## src/hdl/wab_pkg.sv

```systemverilog
// ----------------------------------------------------------------------------
// wab_pkg: shared types, constants and functions for the weighted blend
// Widths, fixed-point scale factors and the pipeline control structure
// used by every module of the blender.
// ----------------------------------------------------------------------------
package wab_pkg;

	// Field widths.
	localparam int CHAN_W           = 8;
	localparam int WEIGHT_W         = 16;
	localparam int WEIGHT_FRAC_BITS = 12;
	localparam logic [WEIGHT_W-1:0] WEIGHT_RESET = WEIGHT_W'(1 << WEIGHT_FRAC_BITS);

	// Pipeline depth in register stages.
	localparam int NUM_STAGES = 4;

	// Product src_alpha * weight, the signed color product and the sum.
	localparam int SAW_W  = CHAN_W + WEIGHT_W;
	localparam int DIFF_W = CHAN_W + 1;
	localparam int PROD_W = DIFF_W + SAW_W + 1;
	localparam int V_W    = PROD_W + 1;

	// Destination term d * 255 * 2^F and the scaled clamp limits.
	localparam int DK_W = 2 * CHAN_W + WEIGHT_FRAC_BITS;
	localparam longint CLAMP_TOP = longint'(255 * 255) <<< WEIGHT_FRAC_BITS;
	localparam int X_W = 2 * CHAN_W;
	localparam logic [X_W-1:0] X_MAX = X_W'(255 * 255);

	// Weighted source alpha for the alpha channel: src_alpha * w / 2^(F+1).
	localparam int SAH_W = SAW_W - WEIGHT_FRAC_BITS - 1;
	localparam logic [CHAN_W-1:0] CHAN_MAX = '1;

	// Per-stage advance enables and valid bits, index 0 is stage 1.
	typedef struct packed {
		logic [NUM_STAGES-1:0] en;
		logic [NUM_STAGES-1:0] vld;
	} pipe_ctl_t;

	// Exact floor(x / 255) for x up to 255 * 255.
	function automatic logic [CHAN_W-1:0] div255(input logic [X_W-1:0] x);
		logic [X_W:0] t;
		t = {1'b0, x} + {{(CHAN_W + 1){1'b0}}, x[X_W-1:CHAN_W]} + (X_W + 1)'(1);
		return t[X_W-1:CHAN_W];
	endfunction

endpackage

```

## src/hdl/wab_ctrl.sv

```systemverilog
// ----------------------------------------------------------------------------
// wab_ctrl: valid and stall control for the blend pipeline
// Tracks a valid bit per stage and lets each stage advance when the stage
// after it is empty or advancing, so bubbles collapse under a stall.
// ----------------------------------------------------------------------------
module wab_ctrl
	import wab_pkg::*;
(
	input  logic      clk,
	input  logic      arst_n,
	input  logic      in_valid,
	output logic      in_stall,
	output logic      out_valid,
	input  logic      out_stall,
	output pipe_ctl_t ctl
);

	logic vld_s1, vld_s2, vld_s3, vld_s4;
	logic [NUM_STAGES-1:0] en;

	// A stage may load when it is empty or its content moves on.
	always_comb begin
		en[3] = !vld_s4 || !out_stall;
		en[2] = !vld_s3 || en[3];
		en[1] = !vld_s2 || en[2];
		en[0] = !vld_s1 || en[1];
	end

	// Valid bits travel with the data.
	always_ff @(posedge clk or negedge arst_n) begin
		if (!arst_n) begin
			vld_s1 <= 1'b0;
			vld_s2 <= 1'b0;
			vld_s3 <= 1'b0;
			vld_s4 <= 1'b0;
		end else begin
			if (en[0]) vld_s1 <= in_valid;
			if (en[1]) vld_s2 <= vld_s1;
			if (en[2]) vld_s3 <= vld_s2;
			if (en[3]) vld_s4 <= vld_s3;
		end
	end

	assign in_stall  = !en[0];
	assign out_valid = vld_s4;
	assign ctl.en    = en;
	assign ctl.vld   = {vld_s4, vld_s3, vld_s2, vld_s1};

endmodule

```

## src/hdl/wab_chan.sv

```systemverilog
// ----------------------------------------------------------------------------
// wab_chan: four-stage datapath for one color channel
// Computes d*255*2^F + (s-d)*sa*w, clamps it and divides by 255*2^F.
// ----------------------------------------------------------------------------
module wab_chan
	import wab_pkg::*;
(
	input  logic              clk,
	input  pipe_ctl_t         ctl,
	input  logic [CHAN_W-1:0] dst,
	input  logic [CHAN_W-1:0] src,
	input  logic [SAW_W-1:0]  saw_s1,
	output logic [CHAN_W-1:0] result
);

	logic        [CHAN_W-1:0] d_s1, d_s2;
	logic signed [DIFF_W-1:0] diff_s1;
	logic signed [PROD_W-1:0] prod_s2;
	logic        [X_W-1:0]    x_s3;
	logic        [CHAN_W-1:0] out_s4;

	logic [X_W-1:0]       d255;
	logic [DK_W-1:0]      dk;
	logic signed [V_W-1:0] v;
	logic [X_W-1:0]       x_next;

	// Stage 1: register the destination and the signed difference.
	always_ff @(posedge clk) begin
		if (ctl.en[0]) begin
			d_s1    <= dst;
			diff_s1 <= $signed({1'b0, src}) - $signed({1'b0, dst});
		end
	end

	// Stage 2: signed difference times the weighted source alpha.
	always_ff @(posedge clk) begin
		if (ctl.en[1]) begin
			d_s2    <= d_s1;
			prod_s2 <= PROD_W'(diff_s1) * $signed({1'b0, saw_s1});
		end
	end

	// Stage 3: add the destination term and clamp, keeping v / 2^F.
	always_comb begin
		d255 = {d_s2, {CHAN_W{1'b0}}} - {{CHAN_W{1'b0}}, d_s2};
		dk   = DK_W'(d255) << WEIGHT_FRAC_BITS;
		v    = $signed(V_W'(dk)) + V_W'(prod_s2);
		if (v[V_W-1]) begin
			x_next = '0;
		end else if (v > $signed(V_W'(CLAMP_TOP))) begin
			x_next = X_MAX;
		end else begin
			x_next = v[WEIGHT_FRAC_BITS +: X_W];
		end
	end

	always_ff @(posedge clk) begin
		if (ctl.en[2]) begin
			x_s3 <= x_next;
		end
	end

	// Stage 4: exact division by 255.
	always_ff @(posedge clk) begin
		if (ctl.en[3]) begin
			out_s4 <= div255(x_s3);
		end
	end

	assign result = out_s4;

endmodule

```

## src/hdl/weighted_alpha_blend_rgba8.sv

```systemverilog
// ----------------------------------------------------------------------------
// weighted_alpha_blend_rgba8: weighted blend of an RGBA8 pixel pair
// Top level with the weight register, the alpha path and three color lanes.
// ----------------------------------------------------------------------------
// Usage:
// The input channel carries one destination and one source pixel per
// transaction (in_valid / in_stall); the output channel returns one blended
// pixel per transaction (out_valid / out_stall). A transaction completes at
// a clock edge where valid is high and stall is low.
// The block is a four-stage pipeline, and one pixel pair is taken every
// cycle while in_stall is low. The stages are: weighted-alpha product,
// color product, sum and clamp, division by 255.
// While the receiver stalls, empty stages still fill, so input is taken
// until all four stages hold data; only then is in_stall raised.
// The blend weight is written through wr_en / blend_weight (Q4.12) and should
// change only while the pipeline is empty. Reset clears every valid bit and
// sets the weight to 1.0 (4096).
// ----------------------------------------------------------------------------
module weighted_alpha_blend_rgba8
	import wab_pkg::*;
(
	input  logic                clk,
	input  logic                arst_n,
	input  logic                wr_en,
	input  logic [WEIGHT_W-1:0] blend_weight,
	input  logic                in_valid,
	output logic                in_stall,
	input  logic [CHAN_W-1:0]   dst_red,
	input  logic [CHAN_W-1:0]   dst_green,
	input  logic [CHAN_W-1:0]   dst_blue,
	input  logic [CHAN_W-1:0]   dst_alpha,
	input  logic [CHAN_W-1:0]   src_red,
	input  logic [CHAN_W-1:0]   src_green,
	input  logic [CHAN_W-1:0]   src_blue,
	input  logic [CHAN_W-1:0]   src_alpha,
	output logic                out_valid,
	input  logic                out_stall,
	output logic [CHAN_W-1:0]   out_red,
	output logic [CHAN_W-1:0]   out_green,
	output logic [CHAN_W-1:0]   out_blue,
	output logic [CHAN_W-1:0]   out_alpha
);

	pipe_ctl_t ctl;

	logic [WEIGHT_W-1:0] weight_q;
	logic [SAW_W-1:0]    saw_s1;
	logic [CHAN_W-1:0]   da_s1, da_s2;
	logic [SAH_W-1:0]    sah_s2;
	logic [CHAN_W-1:0]   alpha_s3, alpha_s4;
	logic [SAH_W:0]      alpha_sum;

	// Blend weight register.
	always_ff @(posedge clk or negedge arst_n) begin
		if (!arst_n) begin
			weight_q <= WEIGHT_RESET;
		end else if (wr_en) begin
			weight_q <= blend_weight;
		end
	end

	// Pipeline valid and stall control.
	wab_ctrl u_ctrl (
		.clk       (clk),
		.arst_n    (arst_n),
		.in_valid  (in_valid),
		.in_stall  (in_stall),
		.out_valid (out_valid),
		.out_stall (out_stall),
		.ctl       (ctl)
	);

	// Stage 1: source alpha times weight, shared by all channels.
	always_ff @(posedge clk) begin
		if (ctl.en[0]) begin
			saw_s1 <= SAW_W'(src_alpha) * SAW_W'(weight_q);
			da_s1  <= dst_alpha;
		end
	end

	// Alpha path: halve the weighted source alpha, add and saturate.
	always_ff @(posedge clk) begin
		if (ctl.en[1]) begin
			da_s2  <= da_s1;
			sah_s2 <= saw_s1[SAW_W-1 -: SAH_W];
		end
	end

	assign alpha_sum = (SAH_W + 1)'(da_s2) + (SAH_W + 1)'(sah_s2);

	always_ff @(posedge clk) begin
		if (ctl.en[2]) begin
			alpha_s3 <= (alpha_sum > (SAH_W + 1)'(CHAN_MAX)) ? CHAN_MAX
				: alpha_sum[CHAN_W-1:0];
		end
	end

	always_ff @(posedge clk) begin
		if (ctl.en[3]) begin
			alpha_s4 <= alpha_s3;
		end
	end

	assign out_alpha = alpha_s4;

	// Color lanes.
	wab_chan u_red (
		.clk    (clk),
		.ctl    (ctl),
		.dst    (dst_red),
		.src    (src_red),
		.saw_s1 (saw_s1),
		.result (out_red)
	);

	wab_chan u_green (
		.clk    (clk),
		.ctl    (ctl),
		.dst    (dst_green),
		.src    (src_green),
		.saw_s1 (saw_s1),
		.result (out_green)
	);

	wab_chan u_blue (
		.clk    (clk),
		.ctl    (ctl),
		.dst    (dst_blue),
		.src    (src_blue),
		.saw_s1 (saw_s1),
		.result (out_blue)
	);

`ifndef SYNTH
	// Input is held off only when every stage is full and the output stalls.
	a_stall_full: assert property (@(posedge clk) disable iff (!arst_n)
		in_stall |-> (ctl.vld == '1 && out_stall))
		else $error("input stalled while the pipeline had room");

	// An accepted transaction occupies stage 1 on the next cycle.
	a_accept_s1: assert property (@(posedge clk) disable iff (!arst_n)
		(in_valid && !in_stall) |=> ctl.vld[0])
		else $error("accepted transaction lost at stage 1");

	// A delivered result with nothing behind it leaves the output empty.
	a_drain: assert property (@(posedge clk) disable iff (!arst_n)
		(out_valid && !out_stall && !ctl.vld[2]) |=> !out_valid)
		else $error("result repeated after delivery");
`endif

endmodule

```

## config.mk

```make
export PLATFORM = sky130hd
export DESIGN_NAME = weighted_alpha_blend_rgba8
export DESIGN_NICKNAME = d
export VERILOG_FILES = /design/src/hdl/wab_pkg.sv /design/src/hdl/wab_ctrl.sv /design/src/hdl/wab_chan.sv /design/src/hdl/weighted_alpha_blend_rgba8.sv
export SDC_FILE = /design/constraint.sdc
export NUM_CORES = 2
export LEC_CHECK = 0
export ABC_AREA = 1
export BUFFER_PORTS_ARGS = -buffer_cell sky130_fd_sc_hd__buf_2
export CORE_UTILIZATION = 45
export CTS_BUF_LIST = sky130_fd_sc_hd__clkbuf_8
export DETAILED_ROUTE_END_ITERATION = 8
export PLACE_DENSITY_LB_ADDON = 0.08
export SLEW_MARGIN = 20
export SYNTH_ARGS = -nofsm -noshare
export SYNTH_HDL_FRONTEND = slang
export SYNTH_HIERARCHICAL = 1
export SYNTH_SLANG_ARGS = --single-unit
```

## constraint.sdc

```tcl
create_clock -name clk -period 5.3 [get_ports clk]
set_clock_uncertainty 0.15 [all_clocks]
set_input_delay 1.06 -clock clk [delete_from_list [all_inputs] [get_ports clk]]
set_output_delay 1.06 -clock clk [all_outputs]
set_load 0.1 [all_outputs]
```

==> Word level (Yosys, flattened, before mapping) <==
Index checks and enable logic that the tools add are counted.
{ "totals": {"register_bits": 336, "in_bits": 85, "out_inout_bits": 34} }
{ "op_classes": {"n_addsub": 16, "n_mul": 4, "n_lt_le_gt_ge": 4, "mux": 3, "n_reduce_logical": 13} }
{ "op_table": {"columns": ["op", "n"], "rows": [
  ["$add A29 B34 Y35", 3],
  ["$gt A35 B29 Y1 const B", 3],
  ["$mul A9 B25 Y34", 3],
  ["$add A16 B1 Y16 const B", 3],
  ["$add A16 B8 Y16", 3],
  ["$mux W16", 3],
  ["$sub A16 B8 Y16", 3],
  ["$sub A8 B8 Y9", 3],
  ["$mul A8 B16 Y24", 1],
  ["$add A8 B11 Y12", 1],
  ["$gt A12 B8 Y1 const B", 1],
  ["$logic_not A1 Y1", 6],
  ["$reduce_or A2 Y1", 3],
  ["$logic_or A1 B1 Y1", 4]
]} }

==> Depth between registers and ports, before layout <==
{ "logic_depth": {"ltp_word": 6, "mapped_depth": 27} }

==> Hierarchy <==
Netlist, hierarchy kept.
{ "modules_own_cells": {"columns": ["module", "n_inst", "cells_each", "area_per_inst_um2", "seq_area_each_um2"], "rows": [
  ["wab_chan at u_red", 1, 1513, 12176.7, 2492.4],
  ["wab_chan at u_green", 1, 1507, 12087.8, 2492.4],
  ["wab_chan at u_blue", 1, 1477, 11979.0, 2492.4],
  ["weighted_alpha_blend_rgba8", 1, 904, 7734.9, 2413.6],
  ["wab_ctrl", 1, 21, 197.7, 100.1]
]} }

==> Worst setup path after synthesis <==
Ideal clock, no wire load.
{ "synth_timing": {"kind": "register -> register", "start": "reg u_ctrl.vld_s4 (netlist: u_ctrl/out_valid)", "end": "reg da_s2[0] (enable)", "setup_time_ps": 1238, "t_arrival_ps": 4174, "t_required_ps": 3912, "path_slack_ps": -262, "stages_incl_launch_ff": 4, "n_path_buf": 0, "period_less_slack_ps": 5562, "path_cell_list": "dfrtp_1 > nand2_2 > nor2_4 > nand2_1"} }
{ "synth_rtl": {"columns": ["element", "line", "source"], "rows": [
  ["start, declared", "wab_ctrl.sv:18", "logic vld_s1, vld_s2, vld_s3, vld_s4;"],
  ["start signal, assigned", "wab_ctrl.sv:40", "if (en[3]) vld_s4 <= vld_s3;"],
  ["end signal, assigned", "weighted_alpha_blend_rgba8.sv:84", "da_s2 <= da_s1;"],
  ["end, declared", "weighted_alpha_blend_rgba8.sv:48", "logic [CHAN_W-1:0] da_s1, da_s2;"]
]} }

==> Worst setup path after layout <==
{ "layout_timing": {"start": "reg saw_s1[0]", "end": "reg u_blue.prod_s2[19], data pin"} }
{ "layout_via": {"elab_chain_cells": 1} }
{ "layout_lines": {"columns": ["element", "line", "source"], "rows": [
  ["start, declared", "weighted_alpha_blend_rgba8.sv:47", "logic [SAW_W-1:0] saw_s1;"],
  ["start signal, assigned", "weighted_alpha_blend_rgba8.sv:76", "saw_s1 <= SAW_W'(src_alpha) * SAW_W'(weight_q);"],
  ["$mul A9 B25 Y34", "wab_chan.sv:39", "prod_s2 <= PROD_W'(diff_s1) * $signed({1'b0, saw_s1});"],
  ["end signal, assigned", "wab_chan.sv:39", null],
  ["end, declared", "wab_chan.sv:18", "logic signed [PROD_W-1:0] prod_s2;"]
]} }
No other way between the ends.
A chain may end at the register's enable or synchronous reset.

==> results.py <==
metrics = {
    "worst_setup_path": {
        "worstPathRequired_ns": 5.59,
        "worst_path_largest_cell_delay_ns": 0.57,
        "path_common_cell": "fa_1",
        "reg2reg_slack_ns": 0.1,
        "worstPathArrival_ns": 5.49,
        "worstPathMaxFanout": 3,
        "reg2regPathDepth": 19,
        "r2r_start": "saw_s1[0]",
        "path_class": "flop to flop",
        "crit_path_start_kind": "flop",
        "critPathSlowestCell": "fa_1",
        "cp-end-kind": "flop",
        "path_cells": "buf_6, or2_4, fa_1, fa_1, inv_1, fa_1, fa_1, fa_1, ha_4, nand3_1, nand3_2, a21oi_2, o21ai_2, buf_6, a31oi_4, o21ai_2, nand2_1, nand2_1, xor2_1",
        "r2r_end": "u_blue/prod_s2[19]",
    },
    "synth": {
        "postSynthNetCount": 6468,
        "avgSynthCellArea_um2": 8.15,
        "ys_warn_count": 6,
        "synthCells": 5418,
        "synthesis.area_mm2": 0.0441,
    },
    "place": {
        "gp_congestion": 0.891,
        "place_inst": 6855,
        "dp_hpwl_mm": 89.1,
        "port_buffers": 118,
    },
    "route": {
        "drtAntennaViolNets": 0,
        "vias_per_cell": 4.88,
        "drt_iter0_markers": 1656,
        "vias": 34213,
        "wl_per_cell_um": 16.0,
        "first_pass_iters": 9,
        "drc": 18,
        "drt-total-wl_mm": 112,
    },
    "global_route": {
        "grt_max_degree": 104,
        "grt_usage_pct": 23.2,
        "grt_pass1_wl_mm": 182,
        "grt-ovfl-total": 0,
        "grt_pass1_vias": 35137,
        "antenna_found_initial": 3,
    },
    "sta": {
        "post-route-min-period_ns": 5.20,
        "timing.hold.ws_ns": 0.187,
        "fin_crit_sh_pct": 98.1,
        "setup-violations-final": 0,
        "hold_viol": 0,
        "rsz0062_at_grt": "yes",
        "finalMaxSlewViolations": 0,
        "max_slew.worst_pin.slew_ns": 0.924,
        "fmaxAchievable_mhz": 192,
        "slew-limit-headroom_pct": 38.4,
    },
    "worst_hold_path": {
        "hp-class": "input pin to async pin",
    },
    "floorplan": {
        "initial_utilization_pct": 45.5,
        "fp.dieW_um": 315,
        "die_area_mm2": 0.0994,
        "rows": 114,
        "core-area_mm2": 0.0970,
        "boundaryPins": 119,
        "die_h_um": 315,
    },
    "status": {
        "outcome": "finished with violations",
        "violations": "design-rule violations",
    },
    "cells_and_area": {
        "final_cell_count_no_fill": 7015,
        "drive_above_1_share_pct": 12.2,
        "nets": 6735,
        "finish.utilization_pct": 51.9,
        "area_growth_pct": 14.1,
    },
    "clock_tree": {
        "cts.clk_slew.worst_paths_ns": 0.06,
        "clk_latency_ns": 0.72,
        "cts_tree": "done",
        "clockBufferDepth": 3,
        "htreeDepth": 3,
        "holdBufCountCts": 0,
        "numCtsBuffers": 67,
        "cts-root-buf": "clkbuf_8",
        "cts_sinks": 336,
    },
    "run": {
        "maxCapViolCount": 0,
    },
}
[critical path: cells and delay by family (launching register included)]
kind                       cells  cell delay, ns
DFF                            1            0.47
AOI/OAI and AO/OA              4            0.49
xor gates and xnor gates       1            0.14
buffers and inverters          3            0.36
adders and majority gates      6            2.74
and+or+nand+nor                5            0.57
[layout by cell type, fill, tap and decap left out, types with 13 or more instances in the layout]
| master | count |
|---|---|
| ha_1 | 380 |
| a21oi_2 | 37 |
| o21ai_0 | 63 |
| xor2_1 | 118 |
| xnor2_1 | 53 |
| nand2_1 | 1412 |
| nand3_1 | 151 |
| nor2_2 | 31 |
| nor3_1 | 31 |
| edfxtp_1 | 316 |
| clkbuf_8 | 70 |
| nand2_2 | 43 |
| dfrtp_1 | 19 |
| inv_1 | 1304 |
| nand3_2 | 16 |
| mux2_2 | 16 |
| o21bai_1 | 13 |
| buf_2 | 117 |
| a21oi_1 | 173 |
| nand3b_1 | 18 |
| fa_1 | 555 |
| ha_4 | 21 |
| buf_12 | 50 |
| buf_4 | 174 |
| nand4_1 | 48 |
| o21ai_1 | 14 |
| nor2_1 | 293 |
[flip-flops by register name, summed over array words and instances, names as in the netlist, 9 cells and up]
name,flops
u_red/x_s3,16
sah_s2,11
u_green/x_s3,16
u_blue/prod_s2,34
u_blue/diff_s1,9
u_green/prod_s2,34
u_red/prod_s2,34
u_red/diff_s1,9
u_blue/x_s3,16
u_green/diff_s1,9
weight_q,16
saw_s1,24
[cell type report]
class / count / area (µm²)
Fill cell: 9370 / 46600
Multi-Input combinational cell: 3627 / 29500
Sequential cell: 336 / 9990
Inverter: 1293 / 4850
Timing Repair Buffer: 360 / 3200
Tap cell: 1276 / 1600
Clock buffer: 70 / 963
Clock inverter: 50 / 322
Antenna cell: 3 / 7.51
[per-layer routing]
layer  GRT usage [%]  share of wire [%]
met3            2.55                3.9
met4            6.11                2.1
met1            30.9                 46
met2            39.9                 48
met5               0                  0
[how the worst max path moves through the flow]
stage | cells past startpoint | to | slack (ns) | startpoint
5_1_grt | 22 | u_blue/prod_s2[19] | -0.1 | saw_s1[5]
4_1_cts | 17 | u_green/prod_s2[20] | -0.0009 | saw_s1[0]
6_report | 19 | u_blue/prod_s2[19] | 0.1 | saw_s1[0]
3_5_place_dp | 17 | u_green/prod_s2[22] | -0.15 | saw_s1[0]
2_1_floorplan | 20 | u_green/prod_s2[23] | -0.01 | saw_s1[0]
3_3_place_gp | 19 | u_green/prod_s2[23] | -0.08 | saw_s1[0]
[per-stage QoR]
step,TNS [ns],worst slack [ns],cell area (µm²)
finish,0,0.0996,50400
global route,-0.886,-0.0970,50400
CTS,-0.000894,-0.000894,49300
detailed placement,-1.83,-0.152,47900
global placement,-0.625,-0.0790,47900
floorplan,-0.0291,-0.0146,44200
[what timing repair did]
action,CTS,global route
gates resized for setup,27,168
buffers inserted,5,26
gates cloned,0,6
pin swaps,12,59
endpoints found under the setup margin,33,53
Power is left out: the tool's default activity adds up to more than one toggle a clock period on the data nets, which glitch-free logic cannot reach.
